File: config.mk
export PLATFORM = sky130hd
export DESIGN_NAME = pei_ctrl
export DESIGN_NICKNAME = d
export VERILOG_FILES = /design/src/hw/rtl/pei_pkg.sv /design/src/hw/rtl/pei_ctrl.sv
export SDC_FILE = /design/constraint.sdc
export NUM_CORES = 1
export LEC_CHECK = 0
export ABC_AREA = 0
export ABC_CLOCK_PERIOD_IN_PS = 1170
export BUFFER_PORTS_ARGS = -buffer_cell sky130_fd_sc_hd__buf_4
export CAP_MARGIN = 15
export CORE_AREA = 2 2 39 41
export DETAILED_ROUTE_END_ITERATION = 16
export DIE_AREA = 0 0 41 43
export SLEW_MARGIN = 10
export SYNTH_ARGS = -nofsm -noshare
export SYNTH_HDL_FRONTEND = slang
export SYNTH_SLANG_ARGS = --single-unit
File: constraint.sdc
create_clock -name clk -period 1.17 [get_ports clk]
set_input_delay 0.0585 -clock clk [delete_from_list [all_inputs] [get_ports clk]]
set_output_delay 0.0585 -clock clk [all_outputs]
set_load 0.01 [all_outputs]
File: src/hw/rtl/pei_pkg.sv
`timescale 1ns / 1ps

package pei_pkg;

  localparam int unsigned AXES      = 3;
  localparam int unsigned WORD_W    = 32;
  localparam int unsigned FRAC_W    = 16;
  localparam int unsigned IMASS_W   = 25;
  localparam int unsigned DT_W      = 17;
  localparam int unsigned PROD_W    = WORD_W + IMASS_W + 1;
  localparam int unsigned SHIFTED_W = PROD_W - FRAC_W;
  localparam int unsigned SUM_W     = SHIFTED_W + 1;
  localparam int unsigned CFG_IDX_W = 2;

  localparam logic [IMASS_W-1:0] IMASS_RST     = 25'd65536;
  localparam logic [DT_W-1:0]    DT_RST        = 17'd1049;
  localparam logic [WORD_W-1:0]  AGE_LIMIT_RST = 32'd655360;

  typedef enum logic [CFG_IDX_W-1:0] {
    CFG_INV_MASS  = 2'd0,
    CFG_TIME_STEP = 2'd1,
    CFG_AGE_LIMIT = 2'd2
  } pei_cfg_idx_t;

  typedef enum logic {
    OP_ADD_FORCE = 1'b0,
    OP_TICK      = 1'b1
  } pei_op_t;

  typedef enum logic [6:0] {
    ST_IDLE    = 7'b0000001,
    ST_SAT_ACC = 7'b0000010,
    ST_MUL_VEL = 7'b0000100,
    ST_ADD_VEL = 7'b0001000,
    ST_MUL_POS = 7'b0010000,
    ST_ADD_POS = 7'b0100000,
    ST_FINISH  = 7'b1000000
  } pei_state_t;

  typedef struct packed {
    logic add_force;
    logic start;
    logic sat_acc;
    logic mul_vel;
    logic add_vel;
    logic mul_pos;
    logic add_pos;
    logic load_out;
  } pei_cmd_t;

  function automatic logic signed [WORD_W-1:0] sat32(input logic signed [SUM_W-1:0] v);
    logic signed [WORD_W-1:0] r;
    if ((&v[SUM_W-1:WORD_W-1]) || !(|v[SUM_W-1:WORD_W-1])) begin
      r = v[WORD_W-1:0];
    end else if (v[SUM_W-1]) begin
      r = {1'b1, {(WORD_W-1){1'b0}}};
    end else begin
      r = {1'b0, {(WORD_W-1){1'b1}}};
    end
    return r;
  endfunction

endpackage

File: src/hw/rtl/pei_ctrl.sv
`timescale 1ns / 1ps

module pei_ctrl
  import pei_pkg::*;
(
  input  logic     clk,
  input  logic     rst_n,
  input  logic     in_valid,
  input  logic     in_op,
  output logic     in_ready,
  output logic     out_valid,
  input  logic     out_ready,
  output pei_cmd_t cmd
);

  pei_state_t state_r, state_nxt;
  logic       out_valid_r, out_valid_nxt;
  logic       slot_free;

  assign in_ready  = (state_r == ST_IDLE);
  assign out_valid = out_valid_r;
  assign slot_free = !out_valid_r || out_ready;

  always_comb begin
    state_nxt     = state_r;
    out_valid_nxt = out_valid_r && !out_ready;
    cmd           = '0;
    unique case (state_r)
      ST_IDLE: begin
        if (in_valid) begin
          if (in_op == OP_TICK) begin
            cmd.start = 1'b1;
            state_nxt = ST_SAT_ACC;
          end else begin
            cmd.add_force = 1'b1;
          end
        end
      end
      ST_SAT_ACC: begin
        cmd.sat_acc = 1'b1;
        state_nxt   = ST_MUL_VEL;
      end
      ST_MUL_VEL: begin
        cmd.mul_vel = 1'b1;
        state_nxt   = ST_ADD_VEL;
      end
      ST_ADD_VEL: begin
        cmd.add_vel = 1'b1;
        state_nxt   = ST_MUL_POS;
      end
      ST_MUL_POS: begin
        cmd.mul_pos = 1'b1;
        state_nxt   = ST_ADD_POS;
      end
      ST_ADD_POS: begin
        cmd.add_pos = 1'b1;
        state_nxt   = ST_FINISH;
      end
      ST_FINISH: begin
        if (slot_free) begin
          cmd.load_out  = 1'b1;
          out_valid_nxt = 1'b1;
          state_nxt     = ST_IDLE;
        end
      end
      default: begin
        state_nxt = ST_IDLE;
      end
    endcase
  end

  always_ff @(posedge clk) begin
    if (!rst_n) begin
      state_r     <= ST_IDLE;
      out_valid_r <= 1'b0;
    end else begin
      state_r     <= state_nxt;
      out_valid_r <= out_valid_nxt;
    end
  end

endmodule

==> results by group, run 1 <==
Die
  – FP Rows: 14
  – Die area: 1760 um^2
  – Die Y: 43 um
  – IO Pins: 15
  – Initial Util: 31.6%
  – Core Area: 1380 um^2
  – Die W: 41 um

Route
  – Post-DR vias/cell: 4.94
  – Starting DRC count in detailed routing: 11
  – DRT Wirelength: 1060 um
  – Top Layer Used: met4
  – DR WL/cell: 11.2 um
  – WL met3: 38 um
  – Antenna-violating nets left: 0
  – Wire length on met1: 478 um
  – Routed vias: 469
  – Met2 wire len: 519 um
  – # DRC: 0
  – Detailed Routing Iterations Pass 1: 4

Timing
  – Hold slack: 0.0927 ns
  – Worst Max-Slew Pin Slew: 0.266 ns
  – Final period utilization: 120%
  – Final hold vios: 0
  – Crit path time final: 1.40 ns
  – F_max: 715 MHz
  – Setup WS post-layout: -0.229 ns
  – Clk_skew: 0.0110 ns
  – Max Transition Viols Final: 0
  – Final setup viols: 11
  – RSZ-0062 raised after global routing: yes
  – Slew margin rel.: 82.2%

Pwr
  – Lkg Pwr: 0.000353 uW
  – Pwr Density: 782 nW/um^2
  – Worst vdd ir: 359 uV

Final layout
  – Reg area: 171 um^2
  – Filler cell count: 128
  – Layout Nets: 86
  – Final cell count without fillers: 95
  – N_diodes: 0
  – Share of layout cells above drive strength 1: 69.6%
  – Commonest non-fill, non-tap cell in the layout: buf_4
  – Commonest cells after routing, fill and taps aside: buf_4, buf_6
  – Area grow syn2layout: 78.2%
  – Area occupied by multi-input gates: 320 um^2

Worst hold path
  – Worst min-delay path class: input pin to flop

Clock network
  – # hold bufs at CTS: 0
  – Clk Latency, worst-skew pair: 0.26 ns
  – CTS Sinks: 8
  – Clock Tree Buf Depth: 2
  – Clock root cell: clkbuf_4
  – Clock Pin Slew Worst Setup and Hold Paths: 0.06 ns
  – H-tree levels: 1
  – Cts bufs inserted: 3
  – CTS tree: built

Worst setup path
  – Crit Path Max Fanout: 5
  – Worst setup SP type: flop
  – Data arrival, critical path: 1.34 ns
  – CP Data Required Time: 1.11 ns
  – Kind of cell adding the most delay to the critical path: simple AND/OR/NAND/NOR gates
  – Most frequent CP cell: buf_4
  – Critical Path End Type: output pin
  – Cells along the critical path: nor3_4 -> buf_4 -> nand3_4 -> nor3b_2 -> buf_4
  – Critical path type: flop to output pin
  – CP bufs+invs: 2
  – Max stage delay on crit path: 0.35 ns
  – Worst path slowest cell: dfxtp_4

GRT
  – GRT Total Usage: 14.2%
  – Initial antenna violation count: 0
  – Vias in the first global route: 422
  – Largest net degree at the start of global routing: 8
  – Global-route wire length before repair: 1640 um
  – Global route overflow: 0

Synthesis
  – Syn Nets: 55
  – Syn Area/Cell: 8.73 um^2
  – Synthesized area: 437 um^2
  – Post-Syn Instances: 50
  – YS warnings: 0
  – Yosys reg bits: 8
  – Sequential area share after synthesis: 36.7%
  – Synth unique cells: 25

Flow run
  – Max-Cap Viols: 0

Outcome
  – Status: complete, but fails checks
  – Failing checks: negative setup slack

Placement
  – Final RePlAce weighted congestion: 0.689
  – Placed Cells: 84
  – Port-buffer cells: 14
  – Dpl hpwl: 722 um
[power breakdown]
| part | internal (uW) | switching (uW) |
|---|---|---|
| clock network | 118 | 104 |
| logic | 55.6 | 49.2 |
| registers | 273 | 8.93 |
| total | 447 | 162 |
[final cells by class]
| type | instances | area share (%) |
|---|---|---|
| clock buffers | 3 | 2.89 |
| inverters | 4 | 1.93 |
| multi-input cells | 36 | 41.2 |
| flip-flops and latches | 8 | 22.0 |
| well taps | 16 | 2.57 |
| repair buffers | 28 | 29.4 |
[registers in the layout, summed over array words and instances, names as in the netlist]
register and flops:
out_valid 1, state_r 7
[layer usage]
metal,global-route usage (%),up-vias
met5,0,-
met4,10.0,0
met3,4.71,4
met2,19.4,11
met1,17.7,215
li1,-,239
[stage by stage]
stage / total power (uW) / setup slack, ns / cell area [um^2] / utilization (%) / TNS [ns]
after CTS: 598 / -0.233 / 709 / 51.3 / -1.68
after global placement: 367 / -0.0206 / 588 / 42.5 / -0.0394
after detailed placement: 369 / -0.0331 / 588 / 42.5 / -0.0643
after floorplan: 334 / 0.0287 / 437 / - / 0
final: 609 / -0.229 / 778 / 56.2 / -1.61
after global routing: 627 / -0.287 / 778 / 56.2 / -2.29
[logic make-up (layout without fill, tap and decap cells)]
kind of cell | Yosys count | count (layout) | share of synthesized area (%)
simple gates | 29 | 29 | 43.0
flops | 8 | 8 | 36.7
buf+inv | 6 | 35 | 7.74
xor+xnor | 1 | 1 | 2.01
compound gates | 6 | 6 | 10.6
[cells in the mapped netlist]
library cell	instances	area, um^2
a41o_2	1	11.3
o21ai_0	1	5.00
a21oi_1	1	5.00
a41o_1	1	10.0
nand2b_1	3	18.8
buf_6	1	11.3
xor2_1	1	8.76
o211ai_1	2	15.0
dfxtp_1	8	160
inv_1	4	15.0
nand3_2	1	10.0
nor3_4	1	16.3
nor2_2	1	6.26
nor2_1	6	22.5
buf_4	1	7.51
nand4b_1	2	17.5
nand3_1	1	5.00
nor4bb_1	1	10.0
nor3b_2	1	12.5
and3_2	1	7.51
nand2_1	2	7.51
nor2b_1	2	12.5
and2b_1	1	7.51
nor4_1	3	18.8
nor3_1	3	15.0
[what timing repair did]
action / CTS / global route
buffers inserted: 6 / 2
resized for setup: 16 / 14
pin swaps: 6 / 6
setup endpoints to repair: 10 / 14
[worst paths after layout]
kind	start	to	slack, ns	cells after the start
worst max-delay path	state_r[3]	cmd[7]	-0.23	5
worst min-delay path	rst_n	state_r[6]	0.09	3
worst max register to register	state_r[3]	state_r[0]	-0.12	5
worst min register to register	out_valid	out_valid	0.51	2
[worst min-delay path: cells and delay by family]
family,cells,cell delay (ns)
buffers and inverters,2,0.15
and+or+nand+nor,1,0.10
No activity file was read; power rests on OpenSTA's default activity.
==> run 2, diff against run 1 <==
- CORE_AREA: 2 2 39 41 -> 8 8 45 47
- DIE_AREA: 0 0 41 43 -> 0 0 53 55
- RECOVER_POWER: unset -> 25
==> run 2 against run 1 <==
Net effect:
- the run still ends with negative setup slack left
- critical path depth unchanged
- flip-flop and latch count unchanged
- core utilization up 4.9 points
- critical path type unchanged
- critical endpoint unchanged
- highest routed layer unchanged
==> results by group, run 2 (synthesized netlist as in run 1, its figures left out) <==
Outcome
  – Status: complete, but fails checks
  – Failing checks: negative setup slack

Final layout
  – Reg with most FFs: state_r
  – Area grow syn2layout: 93.7%
  – Commonest cells after routing, fill and taps aside: buf_4, buf_6
  – N_diodes: 0 (unchanged)
  – Fin util: 61.1% (+4.9 points)
  – Layout Nets: 89 (+3.5%)
  – Final cell count without fillers: 98 (+3.2%)
  – Filler cell count: 109 (-15%)
  – Commonest non-fill, non-tap cell in the layout: buf_4
  – Max reg flops: 7 (unchanged)
  – Share of layout cells above drive strength 1: 75.6% (+6.0 points)

Die
  – IO Pins: 15 (unchanged)
  – FP Rows: 14 (unchanged)
  – Die area: 2920 um^2 (+65%)
  – Die Y: 55 um (+28%)
  – Die W: 53 um (+29%)
  – Core Area: 1380 um^2 (unchanged)
  – Initial Util: 31.6% (unchanged)

GRT
  – Largest net degree at the start of global routing: 8 (unchanged)
  – Initial antenna violation count: 0 (unchanged)
  – Global-route wire length before repair: 2150 um (+31%)
  – Vias in the first global route: 507 (+20%)
  – GRT Total Usage: 9.73% (-4.4 points)
  – Global route overflow: 0 (unchanged)

Worst setup path
  – CP Data Required Time: 1.11 ns (about the same)
  – Critical path type: flop to output pin
  – Critical Path End Type: output pin
  – Worst path slowest cell: dfxtp_4
  – Kind of cell adding the most delay to the critical path: simple AND/OR/NAND/NOR gates
  – Most frequent CP cell: buf_4
  – Worst setup SP type: flop
  – Crit Path Max Fanout: 4 (-1)
  – CP bufs+invs: 2 (unchanged)
  – Max stage delay on crit path: 0.35 ns (about the same)
  – Data arrival, critical path: 1.37 ns (+0.03 ns)
  – Cells along the critical path: nor3_4 -> buf_4 -> nand3_4 -> nor3b_2 -> buf_4

Timing
  – Crit path time final: 1.43 ns (+0.0283 ns)
  – Hold slack: 0.0895 ns (-0.00328 ns)
  – Max Transition Viols Final: 0 (unchanged)
  – Final hold vios: 0 (unchanged)
  – Setup WS post-layout: -0.258 ns (-0.0283 ns)
  – Slew margin rel.: 82.7% (+0.43 points)
  – Final setup viols: 13 (+2)
  – RSZ-0062 raised after global routing: yes
  – Worst Max-Slew Pin Slew: 0.259 ns (-0.00646 ns)
  – Final period utilization: 122% (+2.4 points)
  – Clk_skew: 0.00326 ns (-0.00774 ns)
  – F_max: 700 MHz (-2.0%)

Placement
  – Final RePlAce weighted congestion: 0.723 (+4.9%)
  – Post-place setup slack: -0.0601 ns (-0.0271 ns)
  – Placed Cells: 84 (unchanged)
  – Port-buffer cells: 14 (unchanged)
  – Dpl hpwl: 776 um (+7.4%)

Route
  – Wire length on met1: 548 um (+15%)
  – Detailed Routing Iterations Pass 1: 4 (unchanged)
  – Met2 wire len: 657 um (+27%)
  – DRT Wirelength: 1300 um (+23%)
  – WL met3: 63 um (+66%)
  – Top Layer Used: met4
  – Antenna-violating nets left: 0 (unchanged)
  – # DRC: 0 (unchanged)
  – Starting DRC count in detailed routing: 5 (-6)
  – DR WL/cell: 13.3 um (+19%)
  – Post-DR vias/cell: 5.08 (+2.9%)
  – Routed vias: 498 (+6.2%)

Clock network
  – Clock root cell: clkbuf_4
  – CTS Sinks: 8 (unchanged)
  – H-tree levels: 1 (unchanged)
  – Clock Pin Slew Worst Setup and Hold Paths: 0.05 ns (about the same)
  – Cts bufs inserted: 3 (unchanged)
  – Clock Tree Buf Depth: 2 (unchanged)
  – Clk Latency, worst-skew pair: 0.25 ns (about the same)
  – CTS tree: built

Pwr
  – Pwr Density: 737 nW/um^2 (-5.8%)
  – Worst vdd ir: 332 uV (-7.4%)
  – Lkg Pwr: 0.000358 uW (+1.5%)

Worst hold path
  – Worst min-delay path class: input pin to flop

Flow run
  – Max-Cap Viols: 0 (unchanged)
[run 2: worst min-delay path, stage by stage]
cell and delay [ns]:
buf_4 0.07, inv_1 0.07, nor2_1 0.10
[run 2: final timing paths]
kind,slack [ns],depth (start not counted),from,to
max reg2reg,-0.12,5,state_r[3],state_r[0]
max,-0.26,5,state_r[3],cmd[7]
min reg2reg,0.52,2,out_valid,out_valid
min,0.09,3,rst_n,state_r[6]
[run 2: cell type report]
type	count	area [um^2]	area share, %
clock buffer	3	22.5	2.66
inverter	4	15.0	1.78
multi-input combinational	36	355	42.0
sequential	8	174	20.6
tap	16	20.0	2.37
timing repair buffer	31	259	30.6
[run 2: timing repair]
item | in CTS | in global routing
hold buffers | 0 | 0
buffers inserted | 9 | 2
endpoints found under the setup margin | 10 | 17
pin swaps | 8 | 4
gates resized for setup | 27 | 14
[run 2: power by group]
| group | switching (uW) | internal, uW |
|---|---|---|
| sequential | 9.30 | 272 |
| clock | 94.5 | 117 |
| combinational | 59.6 | 70.7 |
| total | 163 | 460 |
[run 2: per-stage QoR]
step                area, um^2  setup TNS [ns]  power (uW)
finish                     846           -1.96         623
global route               846           -2.85         659
CTS                        777           -1.37         606
detailed placement         588         -0.0939         369
global placement           588         -0.0392         368
floorplan                  437               0         334
[run 2: per-layer routing]
layer  vias to the layer above  track usage, %
met4                         0            6.47
met2                        13            16.4
met5                         -               0
met3                         4           0.802
met1                       237            11.6
li1                        244               -
==> run 3, diff against run 2 <==
- CELL_PAD_IN_SITES_DETAIL_PLACEMENT: unset -> 1
- CELL_PAD_IN_SITES_GLOBAL_PLACEMENT: unset -> 2
- CORE_AREA: 8 8 45 47 -> unset
- CORE_MARGIN: unset -> 8
- CORE_UTILIZATION: unset -> 23
- DIE_AREA: 0 0 53 55 -> unset
- PLACE_DENSITY_LB_ADDON: unset -> 0.1
- REMOVE_ABC_BUFFERS: unset -> 1
==> run 3 against run 2 <==
Net effect:
- the run still ends with negative setup slack left
- sequential power rose by 1%
- sequential share of layout area is 0.95 points higher
- total power down 2.3%
- cell area fell by 4.4%
- combinational power down 17%
- fmax grew 0.63%
- critical path type unchanged
- highest routed layer unchanged
==> results by group, run 3 (synthesized netlist as in run 1, its figures left out) <==
Outcome
  – Status: complete, but fails checks
  – Failing checks: negative setup slack

Timing
  – Final setup viols: 15 (+2)
  – Worst Max-Slew Pin Slew: 0.299 ns (+0.0403 ns)
  – Final hold vios: 0 (unchanged)
  – Final period utilization: 121% (-0.76 points)
  – Max Transition Viols Final: 0 (unchanged)
  – Clk_skew: 0.00275 ns (-0.000515 ns)
  – Crit path time final: 1.42 ns (-0.00895 ns)
  – Setup WS post-layout: -0.249 ns (+0.00895 ns)
  – Slew margin rel.: 79.8% (-2.9 points)
  – RSZ-0062 raised after global routing: yes
  – TNS Setup: -1.73 ns (+0.239 ns)
  – F_max: 705 MHz (+0.63%)
  – Hold slack: 0.0955 ns (+0.00603 ns)

Final layout
  – Max reg flops: 7 (unchanged)
  – Final cell count without fillers: 107 (+9.2%)
  – Area grow syn2layout: 85.1%
  – Layout Nets: 89 (unchanged)
  – Fin util: 45.8% (-15 points)
  – Reg with most FFs: state_r
  – Commonest non-fill, non-tap cell in the layout: buf_4
  – Share of layout cells above drive strength 1: 69.5% (-6.1 points)
  – N_diodes: 0 (unchanged)
  – Commonest cells after routing, fill and taps aside: buf_4, buf_6, nor2_1, dfxtp_2
  – Filler cell count: 225 (+110%)

Placement
  – Post-place setup slack: -0.0493 ns (+0.0108 ns)
  – Final RePlAce weighted congestion: 0.668 (-7.5%)
  – Placed Cells: 93 (+11%)
  – Dpl hpwl: 929 um (+20%)
  – Port-buffer cells: 14 (unchanged)

Worst setup path
  – Data arrival, critical path: 1.36 ns (about the same)
  – Critical Path End Type: output pin
  – Worst Reg-to-Reg Cells: 5 (unchanged)
  – CP Data Required Time: 1.11 ns (about the same)
  – RR Startpoint: state_r[3]
  – Cells along the critical path: nor3_4 -> buf_6 -> nand4b_1 -> nor2b_1 -> buf_4
  – Critical path type: flop to output pin
  – Crit Path Max Fanout: 3 (-1)
  – Reg2reg end: state_r[0]
  – Reg2Reg Setup Slack: -0.09 ns (+0.03 ns)
  – Max stage delay on crit path: 0.33 ns (-0.02 ns)
  – Worst path slowest cell: dfxtp_2
  – Worst setup SP type: flop

Die
  – Core Area: 1760 um^2 (+27%)
  – Die Y: 59.6 um (+8.3%)
  – FP Rows: 15 (+1)
  – Die area: 3550 um^2 (+22%)
  – Initial Util: 24.8% (-6.8 points)
  – IO Pins: 15 (unchanged)
  – Die W: 59.6 um (+12%)

Clock network
  – Cts bufs inserted: 3 (unchanged)
  – Clk Latency, worst-skew pair: 0.25 ns (about the same)
  – Clock root cell: clkbuf_4
  – H-tree levels: 1 (unchanged)
  – CTS tree: built
  – Clock Pin Slew Worst Setup and Hold Paths: 0.06 ns (about the same)
  – # hold bufs at CTS: 0 (unchanged)
  – CTS Sinks: 8 (unchanged)
  – Clock Tree Buf Depth: 2 (unchanged)

Pwr
  – Int Pwr: 446 uW (-3.0%)
  – Switch Pwr: 163 uW (-0.53%)
  – Part of the power in combinational logic: 17.7% (-3.2 points)
  – Worst vdd ir: 529 uV (+59%)
  – Switching share of total power: 26.7% (+0.49 points)
  – Pwr Density: 753 nW/um^2 (+2.2%)
  – Sequential share of power: 46.8% (+1.7 points)
  – Lkg Pwr: 0.000352 uW (-1.7%)
  – Clock power share: 35.5% (+1.5 points)

GRT
  – Global route overflow: 0 (unchanged)
  – Global-route wire length before repair: 2330 um (+8.4%)
  – Largest net degree at the start of global routing: 8 (unchanged)
  – Initial antenna violation count: 0 (unchanged)
  – Vias in the first global route: 497 (-2.0%)
  – GRT Total Usage: 8.56% (-1.2 points)

Route
  – Post-DR vias/cell: 4.58 (-9.9%)
  – Detailed Routing Iterations Pass 1: 4 (unchanged)
  – Antenna-violating nets left: 0 (unchanged)
  – DR WL/cell: 14.0 um (+5.0%)
  – DRT Wirelength: 1490 um (+15%)
  – Routed vias: 490 (-1.6%)
  – Starting DRC count in detailed routing: 4 (-1)
  – # DRC: 0 (unchanged)

Worst hold path
  – Hold EP: state_r[6]
  – Min-Delay Path Depth: 3 (unchanged)
  – Worst hold start: rst_n
  – Worst min-delay path class: input pin to flop

Flow run
  – Max-Cap Viols: 0 (unchanged)
-- run 3: cell types whose count changed in the layout (fill, tap and decap cells not counted), moves of 2 or more --
cell     before  now
dfxtp_2       2    5
dfxtp_1       3    1
nor2_1        3    5
nor2_2        2    0
-- run 3: worst max path at each step --
stage / from / cells after the start / endpoint / slack [ns]
2_1_floorplan: state_r[6] / 3 / state_r[0] / 0.05
3_3_place_gp: state_r[3] / 4 / cmd[7] / -0.04
3_5_place_dp: state_r[2] / 4 / cmd[7] / -0.05
4_1_cts: state_r[4] / 5 / cmd[0] / -0.25
5_1_grt: state_r[2] / 5 / cmd[0] / -0.34
6_report: state_r[2] / 5 / cmd[0] / -0.25
-- run 3: power groups by stage --
stage | logic (uW) | clock network (uW) | registers [uW]
floorplan | 46.8 | 0 | 287
global placement | 82.9 | 0 | 289
detailed placement | 84.3 | 0 | 289
CTS | 99.7 | 219 | 282
global route | 118 | 238 | 285
finish | 108 | 216 | 285
-- run 3: cell type report --
| class | count | area [um^2] | area share (%) |
|---|---|---|---|
| Tap cell | 25 | 31.3 | 3.87 |
| Clock buffer | 3 | 22.5 | 2.79 |
| Inverter | 4 | 15.0 | 1.86 |
| Sequential cell | 8 | 174 | 21.5 |
| Timing Repair Buffer | 31 | 255 | 31.6 |
| Multi-Input combinational cell | 36 | 310 | 38.4 |
-- run 3: stage by stage --
stage	area (um^2)	total power (uW)
floorplan	418	334
detailed placement	599	373
global route	808	641
finish	808	609
global placement	599	372
CTS	719	602
-- run 3: layer usage --
layer	share of wire, %	track usage (%)	up-vias
met3	4.2	3.47	6
met4	3.5	4.08	0
met5	0	0	-
met1	44	10.4	229
li1	-	-	242
met2	48	12.6	13
-- run 3: repair_timing --
item                       4_1_cts  5_1_grt
resized for setup               14       17
pin swaps                        9        4
setup endpoints to repair       10       16
buffers inserted                 7        5
-- run 3: worst max-delay path: cells and delay by family (launching register included) --
| family | cells | cell delay, ns |
|---|---|---|
| DFF | 1 | 0.33 |
| buffers and inverters | 2 | 0.27 |
| and+or+nand+nor | 3 | 0.50 |
